File: config.mk
export PLATFORM = sky130hd
export DESIGN_NAME = rc4_stream_cipher_unit
export DESIGN_NICKNAME = d
export VERILOG_FILES = /design/src/sv/rc4_pkg.sv /design/src/sv/rc4_ctrl.sv /design/src/sv/rc4_datapath.sv /design/src/sv/rc4_stream_cipher_unit.sv
export VERILOG_INCLUDE_DIRS = /design/src /design/src/sv
export SDC_FILE = /design/constraint.sdc
export NUM_CORES = 2
export LEC_CHECK = 0
export ABC_CLOCK_PERIOD_IN_PS = 16200
export CAP_MARGIN = 20
export CORE_ASPECT_RATIO = 1.5
export CORE_MARGIN = 4
export CORE_UTILIZATION = 55
export CTS_CLUSTER_DIAMETER = 40
export DETAILED_ROUTE_END_ITERATION = 7
export DONT_BUFFER_PORTS = 1
export GPL_ROUTABILITY_DRIVEN = 1
export PLACE_DENSITY = 0.7
export SLEW_MARGIN = 0
export SYNTH_ARGS = -nofsm -noshare
export SYNTH_HDL_FRONTEND = slang
export SYNTH_SLANG_ARGS = --single-unit
export TNS_END_PERCENT = 100
File: constraint.sdc
create_clock -name clk -period 16.2 [get_ports clk]
set_clock_uncertainty 0.2 [all_clocks]
set_input_delay 1.62 -clock clk [delete_from_list [all_inputs] [get_ports clk]]
set_output_delay 1.62 -clock clk [all_outputs]
set_load 0.01 [all_outputs]
File: src/sv/rc4_stream_cipher_unit_defines.svh
// Assertion macros shared by the RC4 cipher unit modules.
`ifndef RC4_STREAM_CIPHER_UNIT_DEFINES_SVH
`define RC4_STREAM_CIPHER_UNIT_DEFINES_SVH

// Same-cycle implication, sampled on clk, off while rst_n is low
`define RC4_ASSERT_IMP(lbl, ante, cons) \
  lbl: assert property (@(posedge clk) disable iff (!rst_n) (ante) |-> (cons)) \
    else $error("rc4 check failed");

// Next-cycle implication, sampled on clk, off while rst_n is low
`define RC4_ASSERT_NEXT(lbl, ante, cons) \
  lbl: assert property (@(posedge clk) disable iff (!rst_n) (ante) |=> (cons)) \
    else $error("rc4 check failed");

`endif

File: src/sv/rc4_pkg.sv
// Shared types and constants of the RC4 cipher unit.
`timescale 1ns / 1ps
package rc4_pkg;

  localparam int BYTE_W     = 8;
  localparam int PERM_DEPTH = 256;

  // Input kind carried on in_tuser
  localparam logic OP_KEY  = 1'b0;
  localparam logic OP_DATA = 1'b1;

  // Datapath command issued by the controller each cycle
  typedef enum logic [3:0] {
    DP_NOP,
    DP_KEY_STORE,
    DP_PASS,
    DP_INIT,
    DP_SCH_RD,
    DP_SCH_RDJ,
    DP_SCH_WR_N,
    DP_SCH_WR_J,
    DP_KS_RD_I,
    DP_KS_RD_J,
    DP_KS_WR_I,
    DP_KS_WR_J
  } dp_op_t;

  // Controller states
  typedef enum logic [3:0] {
    ST_IDLE,
    ST_INIT,
    ST_SCH_RD,
    ST_SCH_RDJ,
    ST_SCH_WR_N,
    ST_SCH_WR_J,
    ST_KS_RDJ,
    ST_KS_WR_I,
    ST_KS_WR_J
  } ctrl_state_t;

  // Datapath status seen by the controller
  typedef struct packed {
    logic keyed;
    logic n_last;
    logic out_free;
  } dp_status_t;

endpackage

File: src/sv/rc4_ctrl.sv
// Controller state machine of the RC4 cipher unit.
`timescale 1ns / 1ps
`include "rc4_stream_cipher_unit_defines.svh"
module rc4_ctrl (
  input  logic                clk,
  input  logic                rst_n,
  input  logic                in_tvalid,
  output logic                in_tready,
  input  logic                in_tuser,
  input  logic                in_tlast,
  input  rc4_pkg::dp_status_t status,
  output rc4_pkg::dp_op_t     cmd
);

  rc4_pkg::ctrl_state_t state_r, state_nxt;
  logic                 accept;
  logic                 ks_start;

  // State register
  always_ff @(posedge clk) begin
    if (!rst_n) begin
      state_r <= rc4_pkg::ST_IDLE;
    end else begin
      state_r <= state_nxt;
    end
  end

  assign in_tready = (state_r == rc4_pkg::ST_IDLE) && status.out_free;
  assign accept    = in_tvalid && in_tready;
  assign ks_start  = accept && (in_tuser == rc4_pkg::OP_DATA) && status.keyed;

  // Next state and datapath command
  always_comb begin
    state_nxt = state_r;
    cmd       = rc4_pkg::DP_NOP;
    unique case (state_r)
      rc4_pkg::ST_IDLE: begin
        if (accept) begin
          if (in_tuser == rc4_pkg::OP_KEY) begin
            cmd = rc4_pkg::DP_KEY_STORE;
            if (in_tlast) begin
              state_nxt = rc4_pkg::ST_INIT;
            end
          end else if (status.keyed) begin
            cmd       = rc4_pkg::DP_KS_RD_I;
            state_nxt = rc4_pkg::ST_KS_RDJ;
          end else begin
            cmd = rc4_pkg::DP_PASS;
          end
        end
      end
      rc4_pkg::ST_INIT: begin
        cmd = rc4_pkg::DP_INIT;
        if (status.n_last) begin
          state_nxt = rc4_pkg::ST_SCH_RD;
        end
      end
      rc4_pkg::ST_SCH_RD: begin
        cmd       = rc4_pkg::DP_SCH_RD;
        state_nxt = rc4_pkg::ST_SCH_RDJ;
      end
      rc4_pkg::ST_SCH_RDJ: begin
        cmd       = rc4_pkg::DP_SCH_RDJ;
        state_nxt = rc4_pkg::ST_SCH_WR_N;
      end
      rc4_pkg::ST_SCH_WR_N: begin
        cmd       = rc4_pkg::DP_SCH_WR_N;
        state_nxt = rc4_pkg::ST_SCH_WR_J;
      end
      rc4_pkg::ST_SCH_WR_J: begin
        cmd       = rc4_pkg::DP_SCH_WR_J;
        state_nxt = status.n_last ? rc4_pkg::ST_IDLE : rc4_pkg::ST_SCH_RD;
      end
      rc4_pkg::ST_KS_RDJ: begin
        cmd       = rc4_pkg::DP_KS_RD_J;
        state_nxt = rc4_pkg::ST_KS_WR_I;
      end
      rc4_pkg::ST_KS_WR_I: begin
        cmd       = rc4_pkg::DP_KS_WR_I;
        state_nxt = rc4_pkg::ST_KS_WR_J;
      end
      rc4_pkg::ST_KS_WR_J: begin
        cmd       = rc4_pkg::DP_KS_WR_J;
        state_nxt = rc4_pkg::ST_IDLE;
      end
      default: begin
        state_nxt = rc4_pkg::ST_IDLE;
      end
    endcase
  end

  // A keyed data transaction always enters the keystream sequence
  `RC4_ASSERT_NEXT(a_ks_entry, ks_start, state_r == rc4_pkg::ST_KS_RDJ)

endmodule

File: src/sv/rc4_datapath.sv
// Datapath of the RC4 cipher unit: key store, permutation table, indices, output register.
`timescale 1ns / 1ps
`include "rc4_stream_cipher_unit_defines.svh"
module rc4_datapath #(
  parameter int KEY_MAX_BYTES = 256
) (
  input  logic                clk,
  input  logic                rst_n,
  input  rc4_pkg::dp_op_t     cmd,
  output rc4_pkg::dp_status_t status,
  input  logic [7:0]          in_byte,
  input  logic                in_last,
  output logic                out_tvalid,
  input  logic                out_tready,
  output logic [7:0]          out_byte,
  output logic                out_last
);

  localparam int KCW = $clog2(KEY_MAX_BYTES + 1);
  localparam int KAW = (KEY_MAX_BYTES > 1) ? $clog2(KEY_MAX_BYTES) : 1;

  // Memories
  logic [7:0] perm_mem [rc4_pkg::PERM_DEPTH];
  logic [7:0] key_mem  [KEY_MAX_BYTES];

  // Control registers
  logic [KCW-1:0] key_cnt_r, key_cnt_nxt;
  logic [KCW-1:0] k_r, k_nxt;
  logic [7:0]     n_r, n_nxt;
  logic [7:0]     i_r, i_nxt;
  logic [7:0]     j_r, j_nxt;
  logic           keyed_r, keyed_nxt;
  logic           out_valid_r, out_valid_nxt;

  // Payload registers
  logic [KCW-1:0] key_len_r;
  logic [7:0]     perm_rd_r;
  logic [7:0]     key_rd_r;
  logic [7:0]     s1_r;
  logic [7:0]     sj_r;
  logic [7:0]     t_r;
  logic [7:0]     byte_r;
  logic           last_r;
  logic [7:0]     out_byte_r;
  logic           out_last_r;

  // Combinational controls
  logic           perm_we;
  logic [7:0]     perm_wa;
  logic [7:0]     perm_wd;
  logic           perm_re;
  logic [7:0]     perm_ra;
  logic           key_we;
  logic           key_store_ok;
  logic [KCW-1:0] key_cnt_inc;
  logic [KCW-1:0] k_inc;
  logic [7:0]     sched_j;
  logic [7:0]     ks_j;
  logic [7:0]     ks_t;
  logic [7:0]     ks_byte;
  logic           out_free;
  logic           out_load;
  logic           sched_done;

  assign out_free     = !out_valid_r || out_tready;
  assign key_store_ok = key_cnt_r < KCW'(KEY_MAX_BYTES);
  assign key_cnt_inc  = key_cnt_r + (key_store_ok ? KCW'(1) : KCW'(0));
  assign k_inc        = k_r + KCW'(1);
  assign sched_j      = j_r + key_rd_r + perm_rd_r;
  assign ks_j         = j_r + perm_rd_r;
  assign ks_t         = s1_r + perm_rd_r;
  // Keystream byte after the swap: S[j] was written last, so it is checked first, then S[i]
  assign ks_byte      = (t_r == j_r) ? s1_r : ((t_r == i_r) ? sj_r : perm_rd_r);
  assign out_load     = (cmd == rc4_pkg::DP_PASS) || (cmd == rc4_pkg::DP_KS_WR_J);
  assign sched_done   = (cmd == rc4_pkg::DP_SCH_WR_J) && status.n_last;

  // Command decode for memories and indices
  always_comb begin
    perm_we       = 1'b0;
    perm_wa       = n_r;
    perm_wd       = n_r;
    perm_re       = 1'b0;
    perm_ra       = n_r;
    key_we        = 1'b0;
    key_cnt_nxt   = key_cnt_r;
    k_nxt         = k_r;
    n_nxt         = n_r;
    i_nxt         = i_r;
    j_nxt         = j_r;
    keyed_nxt     = keyed_r;
    unique case (cmd) inside
      rc4_pkg::DP_NOP, rc4_pkg::DP_PASS: begin
      end
      rc4_pkg::DP_KEY_STORE: begin
        key_we      = key_store_ok;
        key_cnt_nxt = in_last ? '0 : key_cnt_inc;
      end
      rc4_pkg::DP_INIT: begin
        perm_we = 1'b1;
        n_nxt   = n_r + 8'd1;
        j_nxt   = '0;
        k_nxt   = '0;
      end
      rc4_pkg::DP_SCH_RD: begin
        perm_re = 1'b1;
      end
      rc4_pkg::DP_SCH_RDJ: begin
        perm_re = 1'b1;
        perm_ra = sched_j;
        j_nxt   = sched_j;
      end
      rc4_pkg::DP_SCH_WR_N: begin
        perm_we = 1'b1;
        perm_wd = perm_rd_r;
      end
      rc4_pkg::DP_SCH_WR_J: begin
        perm_we = 1'b1;
        perm_wa = j_r;
        perm_wd = s1_r;
        n_nxt   = n_r + 8'd1;
        k_nxt   = (k_inc >= key_len_r) ? '0 : k_inc;
        if (status.n_last) begin
          keyed_nxt = 1'b1;
          i_nxt     = '0;
          j_nxt     = '0;
        end
      end
      rc4_pkg::DP_KS_RD_I: begin
        perm_re = 1'b1;
        perm_ra = i_r + 8'd1;
        i_nxt   = i_r + 8'd1;
      end
      rc4_pkg::DP_KS_RD_J: begin
        perm_re = 1'b1;
        perm_ra = ks_j;
        j_nxt   = ks_j;
      end
      rc4_pkg::DP_KS_WR_I: begin
        perm_we = 1'b1;
        perm_wa = i_r;
        perm_wd = perm_rd_r;
        perm_re = 1'b1;
        perm_ra = ks_t;
      end
      rc4_pkg::DP_KS_WR_J: begin
        perm_we = 1'b1;
        perm_wa = j_r;
        perm_wd = s1_r;
      end
      default: begin
      end
    endcase
  end

  // Output register next value
  always_comb begin
    out_valid_nxt = out_valid_r;
    if (out_load) begin
      out_valid_nxt = 1'b1;
    end else if (out_tready) begin
      out_valid_nxt = 1'b0;
    end
  end

  // Permutation table: one write, one registered read
  always_ff @(posedge clk) begin
    if (perm_we) begin
      perm_mem[perm_wa] <= perm_wd;
    end
    if (perm_re) begin
      perm_rd_r <= perm_mem[perm_ra];
    end
  end

  // Key store write
  always_ff @(posedge clk) begin
    if (key_we) begin
      key_mem[key_cnt_r[KAW-1:0]] <= in_byte;
    end
  end

  // Key store registered read
  always_ff @(posedge clk) begin
    if (cmd == rc4_pkg::DP_SCH_RD) begin
      key_rd_r <= key_mem[k_r[KAW-1:0]];
    end
  end

  // Control registers
  always_ff @(posedge clk) begin
    if (!rst_n) begin
      key_cnt_r   <= '0;
      k_r         <= '0;
      n_r         <= '0;
      i_r         <= '0;
      j_r         <= '0;
      keyed_r     <= 1'b0;
      out_valid_r <= 1'b0;
    end else begin
      key_cnt_r   <= key_cnt_nxt;
      k_r         <= k_nxt;
      n_r         <= n_nxt;
      i_r         <= i_nxt;
      j_r         <= j_nxt;
      keyed_r     <= keyed_nxt;
      out_valid_r <= out_valid_nxt;
    end
  end

  // Payload registers
  always_ff @(posedge clk) begin
    if ((cmd == rc4_pkg::DP_KEY_STORE) && in_last) begin
      key_len_r <= key_cnt_inc;
    end
    if ((cmd == rc4_pkg::DP_SCH_RDJ) || (cmd == rc4_pkg::DP_KS_RD_J)) begin
      s1_r <= perm_rd_r;
    end
    if (cmd == rc4_pkg::DP_KS_WR_I) begin
      sj_r <= perm_rd_r;
      t_r  <= ks_t;
    end
    if (cmd == rc4_pkg::DP_KS_RD_I) begin
      byte_r <= in_byte;
      last_r <= in_last;
    end
    if (cmd == rc4_pkg::DP_PASS) begin
      out_byte_r <= in_byte;
      out_last_r <= in_last;
    end else if (cmd == rc4_pkg::DP_KS_WR_J) begin
      out_byte_r <= byte_r ^ ks_byte;
      out_last_r <= last_r;
    end
  end

  assign status.keyed    = keyed_r;
  assign status.n_last   = (n_r == 8'hFF);
  assign status.out_free = out_free;

  assign out_tvalid = out_valid_r;
  assign out_byte   = out_byte_r;
  assign out_last   = out_last_r;

  // A result is only loaded when the output register can take it
  `RC4_ASSERT_IMP(a_out_no_overwrite, out_load, out_free)
  // The end of the key schedule leaves a keyed table with both indices cleared
  `RC4_ASSERT_NEXT(a_sched_done, sched_done, keyed_r && (i_r == 8'd0) && (j_r == 8'd0))

endmodule

File: src/sv/rc4_stream_cipher_unit.sv
// RC4 stream cipher unit: top level joining controller and datapath.
// Input transactions carry a key byte (in_tuser low) or a data byte (in_tuser high). Key bytes
// are kept up to KEY_MAX_BYTES; later ones are dropped. The key byte with in_tlast set starts
// the key schedule, which holds in_tready low after that transaction while it writes the
// identity permutation and then runs the 256 swap rounds, paced by the single write port of the
// permutation table. A data byte after a key schedule is accepted with the read of S[i], then
// S[j] is read, then the two swap writes follow with the S[i]+S[j] read alongside the first, as
// set by the dependent reads and writes on that table; a data byte before any key is returned
// unchanged. Every data byte gives one output transaction with its in_tlast echoed on out_tlast;
// the next input is taken while a result still waits in the output register, as long as that
// register frees up in the same cycle.
`timescale 1ns / 1ps
module rc4_stream_cipher_unit #(
  parameter int KEY_MAX_BYTES = 256
) (
  input  logic       clk,
  input  logic       rst_n,
  input  logic       in_tvalid,
  output logic       in_tready,
  input  logic [7:0] in_tdata,   // [7:0] value_byte
  input  logic       in_tuser,   // [0] op: 0 key byte, 1 data byte
  input  logic       in_tlast,   // is_last
  output logic       out_tvalid,
  input  logic       out_tready,
  output logic [7:0] out_tdata,  // [7:0] out_byte
  output logic       out_tlast   // end_of_message
);

  rc4_pkg::dp_op_t     cmd;
  rc4_pkg::dp_status_t status;

  // Sequencing
  rc4_ctrl u_ctrl (
    .clk       (clk),
    .rst_n     (rst_n),
    .in_tvalid (in_tvalid),
    .in_tready (in_tready),
    .in_tuser  (in_tuser),
    .in_tlast  (in_tlast),
    .status    (status),
    .cmd       (cmd)
  );

  // Storage and arithmetic
  rc4_datapath #(
    .KEY_MAX_BYTES (KEY_MAX_BYTES)
  ) u_datapath (
    .clk        (clk),
    .rst_n      (rst_n),
    .cmd        (cmd),
    .status     (status),
    .in_byte    (in_tdata),
    .in_last    (in_tlast),
    .out_tvalid (out_tvalid),
    .out_tready (out_tready),
    .out_byte   (out_tdata),
    .out_last   (out_tlast)
  );

endmodule
Word-level counts from Yosys, hierarchy flattened
Memory sizes are Yosys's and may differ from the RTL's. A register that Yosys moved wholly into a read port is not among the register bits.
Cells that the tools add are included.
{"block": "op_classes", "bitwise": 1, "n_reduce_logical": 22, "n_addsub": 8, "eq_ne": 27, "n_mux": 36, "n_lt_le_gt_ge": 2}
{"cell": "$pmux W8 S4", "count": 2}
{"cell": "$pmux W8 S2", "count": 3}
{"cell": "$mux W8", "count": 5}
{"cell": "$pmux W4 S9", "count": 1}
{"cell": "$add A8 B8 Y8", "count": 4}
{"cell": "$eq A4 B3 Y1 const B", "count": 8}
{"cell": "$mux W4", "count": 8}
{"cell": "$pmux W4 S8", "count": 1}
{"cell": "$eq A4 B4 Y1 const B", "count": 5}
{"cell": "$mux W9", "count": 2}
{"cell": "$pmux W9 S2", "count": 1}
{"cell": "$add A8 B1 Y8 const B", "count": 2}
{"cell": "$eq A4 B2 Y1 const B", "count": 4}
{"cell": "$eq A8 B8 Y1", "count": 2}
{"cell": "$mux W1", "count": 12}
{"cell": "$reduce_or A5 Y1", "count": 2}
{"cell": "$add A9 B1 Y9 const B", "count": 1}
{"cell": "$add A9 B9 Y9", "count": 1}
{"cell": "$ge A9 B9 Y1", "count": 1}
{"cell": "$lt A9 B9 Y1 const B", "count": 1}
{"cell": "$eq A4 B1 Y1 const B", "count": 2}
{"cell": "$eq A8 B8 Y1 const B", "count": 1}
{"cell": "$reduce_bool A2 Y1", "count": 4}
{"cell": "$xor A8 B8 Y8", "count": 1}
{"cell": "other kinds (13)", "count": 22}
{"block": "totals", "output_inout_bits": 11, "ramBits": 4096, "in_bits": 14, "regBits": 99, "memories": 2}
{"memory": "u_datapath.key_mem", "depth": 256, "width": 8, "read_ports": 1, "rd_ports_with_merged_regs": 1, "write_ports": 1, "line": "rc4_datapath.sv:24", "text": "logic [7:0] key_mem [KEY_MAX_BYTES];"}
{"memory": "u_datapath.perm_mem", "depth": 256, "width": 8, "read_ports": 1, "rd_ports_with_merged_regs": 1, "write_ports": 1, "line": "rc4_datapath.sv:23", "text": "logic [7:0] perm_mem [rc4_pkg::PERM_DEPTH];"}

Depth between registers and ports, before layout
{"block": "logic_depth", "depth_word": 11, "ltp_mapped": 18, "mapped_depth_nobuf": 14}

Modules after synthesis
A second synthesis with hierarchy kept.
{"block": "hier_totals", "hier_cells": 9706, "hier_area_um2": 168356.5}
{"module": "rc4_datapath", "area_per_inst_um2": 167996.1, "cells_per_inst": 9661, "instances": 1}
{"module": "rc4_ctrl", "area_per_inst_um2": 360.3, "cells_per_inst": 45, "instances": 1}

Least setup slack after synthesis
No wires, ideal clock.
{"block": "synth_path", "kind": "in2reg", "start": "input in_tuser", "end": "memory u_datapath.perm_mem[0][5] (data pin)", "t_arrival_ps": 10337, "setup_time_ps": 1579, "slack_ps": 4084, "cell_stages": 11, "path_cell_list": "clkbuf_1 -> nand2_1 -> or4_4 -> inv_2 -> o21ai_0 -> a21oi_1 -> or2_2 -> clkbuf_1 -> clkbuf_1 -> nor2_1 -> a21oi_1"}
{"block": "synth_between", "elab_chain_len": 6}
{"element": "from (decl)", "line": "rc4_stream_cipher_unit.sv:21", "text": "input logic in_tuser,"}
{"element": "$mux W4 (*)", "line": "rc4_ctrl.sv:39", "text": "if (in_tuser == rc4_pkg::OP_KEY) begin"}
{"element": "$mux W4 (*)", "line": "rc4_ctrl.sv:38", "text": "if (accept) begin"}
{"element": "$pmux W4 S9 (*)", "line": "rc4_ctrl.sv:36", "text": "unique case (state_r)"}
{"element": "$eq A4 B3 Y1 / $eq A4 B4 Y1 (equally long branches)"}
{"element": "$reduce_or A2 Y1 (no source line)"}
{"element": "$pmux W8 S2 (*)", "line": "rc4_datapath.sv:91", "text": "unique case (cmd) inside"}
{"element": "via u_datapath.perm_wd[5]", "line": "rc4_datapath.sv:50", "text": "logic [7:0] perm_wd;"}
{"element": "to (decl)", "line": "rc4_datapath.sv:23"}
The timed path passes the listed nets; every way through them passes the cells marked *.

Worst setup path after layout
{"block": "layout_path", "start": "register u_datapath.perm_rd_r[1], read port of u_datapath.perm_mem", "end": "register u_datapath.perm_rd_r[0], read port of u_datapath.perm_mem (data pin)"}
{"block": "layout_between", "elab_chain_len": 2}
{"element": "from (decl)", "line": "rc4_datapath.sv:37", "text": "logic [7:0] perm_rd_r;"}
{"element": "$add A8 B8 Y8, on equally long branches", "line": "rc4_datapath.sv:71, rc4_datapath.sv:69, rc4_datapath.sv:70"}
{"element": "$pmux W8 S4 (*)", "line": "rc4_datapath.sv:91"}
Mark *: on every way between the ends. The rest lies on a longest branch, timed or not.
A chain may end at the register's enable or synchronous reset.

==> flow_summary.json <==
{
  "status": "finished, final reports clean",
  "finalSetupViolations": 0,
  "post_synth_mux_area_share": 0.104,
  "placement_rows": 247,
  "ys_seq_elements": 4211,
  "postSynth.asyncResetShare": 0,
  "route.detailed.wl_per_inst_um": 30.2,
  "synthTopCellsByArea": "edfxtp_1 (75%), mux4_2 (9.2%), a21oi_1 (3.2%)",
  "largest_net_degree_at_the_start_of_global_routing": 259,
  "slew-limit-headroom": 0.135,
  "die_area_um2": 311000,
  "synth_fp_nets": 9552,
  "die-width_um": 457,
  "total_leakage_power_nw": 58.1,
  "route.detailed.vias_per_inst": 6.47,
  "clk_transition_reported_paths_ps": 60,
  "grt_setup_unrepaired": "no",
  "cap_viol_max_count": 0,
  "detail-route-antenna-nets": 0,
  "worst_ep_arrival_time_ps": 8330,
  "cts_inserted_buffers": 438,
  "final.min_clock_period_ps": 7960,
  "switching_share": 0.224,
  "synth.cell_area_um2": 166000,
  "comb_power_share": 0.065,
  "cell_internal_pwr_mw": 18.6,
  "nets": 9487,
  "syn_avg_cell_area_um2": 17.5,
  "routed_wirelength_mm": 416,
  "gr-total-overflow": 0,
  "timing.hold.worst.class": "reg -> reg",
  "cts_root_buf": "clkbuf_16",
  "dominant_combinational_cell_family_by_area_after_synthesis": "multiplexers",
  "number_of_enable_type_register_cells_in_the_synthesized_netlist": 4163,
  "final-max-slew-violation-count": 0,
  "placed_cell_area_um2": 170000,
  "finalInstanceArea_um2": 185000,
  "synthAdderAreaFrac": 0.00376,
  "seq_area_frac_synth": 0.758,
  "grt_pass1_vias": 89800,
  "die_height_um": 681,
  "drc": 0,
  "crit_path_max_fanout": 55,
  "timing.setup.critical_path_class": "reg -> reg",
  "p_sw_mw": 5.39,
  "design.core.area_um2": 301000,
  "synthSimpleGateAreaFrac": 0.0434,
  "drt_first_pass_iters": 8,
  "startpoint_type": "flop",
  "timing.critical_path.required_ps": 16570,
  "synthFlopType": "edfxtp_1",
  "cts_repair_resize_count": 0,
  "grtUsageTotal": 0.264,
  "grt_pass1_wl_mm": 609,
  "power.share.clock": 0.430,
  "cts_max_path_buffers": 4,
  "boundaryPins": 25,
  "vias": 89200,
  "holdBufCountCts": 0,
  "grt_antenna_before_repair": 5,
  "peakVddDrop_uv": 139,
  "synthesis.yosys.warnings": 0,
  "timing.setup.tns_ps": 0,
  "post_synth_top_area_cell": "edfxtp_1",
  "worstSkewPairLatency_ps": 920,
  "top_cell_types_by_occurrence_after_synthesis": "edfxtp_1 (4163), a21oi_1 (1076), nand2_1 (971)",
  "synth.top_cell.area_share": 0.752,
  "number_of_endpoints_with_negative_hold_slack_in_the_final_report": 0,
  "initial_utilization": 0.552,
  "drive_gt1_frac": 0.163,
  "synthMostInstantiatedCell": "edfxtp_1",
  "port_buffers": 0,
  "synth_compound_area_frac": 0.0681,
  "dpl.hpwl_mm": 240,
  "drt-initial-drc-count": 11400,
  "crit_path_end_kind": "flop",
  "htree_levels": 5,
  "tritoncts_num_sinks": 4211,
  "period_share": 0.491,
  "pwr-share-seq": 0.505,
  "synth_cells": 9494,
  "synthesized_area_fraction_occupied_by_xor_and_xnor_cells": 0.00358,
  "tritoncts": "done",
  "fmax_mhz": 126,
  "post-cts-setup-buffers": 0,
  "yosys.cell_types.count": 64,
  "area_growth_pct": 11.2,
  "transition_time_at_the_pin_with_the_least_slew_margin_ps": 1300,
  "routability_congestion_estimate": 0.885,
  "power_density_over_cell_area_nw_per_um2": 130
}
[path summary, 6_finish.rpt]
check | from | to | slack, ps | cells after the start
max | u_datapath.perm_rd_r[1]$_DFFE_PP_ | u_datapath.perm_rd_r[0]$_DFFE_PP_ | 8240 | 17
min | u_datapath.j_r[7]$_SDFFE_PN0P_ | u_datapath.j_r[7]$_SDFFE_PN0P_ | 340 | 2
max reg2reg | u_datapath.perm_rd_r[1]$_DFFE_PP_ | u_datapath.perm_rd_r[0]$_DFFE_PP_ | 8240 | 17
min reg2reg | u_datapath.j_r[7]$_SDFFE_PN0P_ | u_datapath.j_r[7]$_SDFFE_PN0P_ | 340 | 2
[power groups by stage]
stage | logic, mW | clock network (mW) | registers (mW)
6_report | 1.56 | 10.3 | 12.1
5_1_grt | 1.66 | 10.9 | 12.1
4_1_cts | 1.55 | 10.4 | 12.1
3_5_place_dp | 1.54 | 0 | 12.4
3_3_place_gp | 1.50 | 0 | 12.4
2_1_floorplan | 1.09 | 0 | 12.4
[area by class of cell]
type / count / area (um^2)
Antenna cell: 12 / 30.0
Clock buffer: 511 / 11500
Clock inverter: 299 / 3460
Fill cell: 20800 / 116000
Inverter: 30 / 113
Multi-Input combinational cell: 4610 / 37400
Sequential cell: 4211 / 126000
Tap cell: 3984 / 4980
Timing Repair Buffer: 138 / 1310
[kinds of logic (layout without fill, tap and decap cells)]
| logic type | count (synthesis) | after routing |
|---|---|---|
| other cells | 0 | 12 |
| xor+xnor | 68 | 68 |
| simple gates | 1770 | 1770 |
| mux | 885 | 885 |
| flops | 4211 | 4211 |
| fa+ha+maj | 44 | 44 |
| buf+inv | 673 | 978 |
| compound gates | 1843 | 1843 |
[routing by layer]
layer	GRT usage	wire length (um)
met1	0.318	141000
met2	0.458	216000
met3	0.0393	31600
met4	0.152	27600
met5	0	0
[through the flow]
stage	utilization	worst slack, ps	power [mW]	hold WS (ps)	cells
final	0.613	8240	24.0	338	13800
after global routing	0.613	8180	24.7	371	13800
after CTS	0.613	8350	24.1	346	13800
after detailed placement	0.564	8380	13.9	339	13000
after global placement	0.563	7640	13.9	328	13000
after floorplan	-	4080	13.5	290	9494
[worst max-delay path, cell delays in order, from the launching register on]
cell	delay, ps
edfxtp_1	1070
fa_1	580
ha_1	290
nand3b_1	90
a21oi_1	120
a2111oi_1	510
buf_4	250
and2_4	570
buf_4	620
buf_4	480
buf_4	670
a21oi_1	90
a22oi_1	330
a22oi_1	190
a21oi_1	260
nor4_1	90
buf_4	180
nor3_1	900
[registers in the layout, summed over array words and instances, names as in the netlist, 9 cells and up]
signal                flops
u_datapath.key_mem     2048
u_datapath.key_len_r      9
u_datapath.key_cnt_r      9
u_datapath.k_r            9
u_datapath.perm_mem    2048
[cells in the final DEF (no fill, tap or decap), types with 53 or more instances in the layout]
master     instances
clkinv_1          53
a22oi_1          440
clkbuf_1          56
mux4_2           680
a21oi_1         1068
mux2i_1          205
nand2_1          951
nor2_1           574
a221oi_1         188
bufinv_16         59
buf_4            117
edfxtp_1        4163
clkbuf_16        450
No activity file was read; power rests on OpenSTA's default activity.
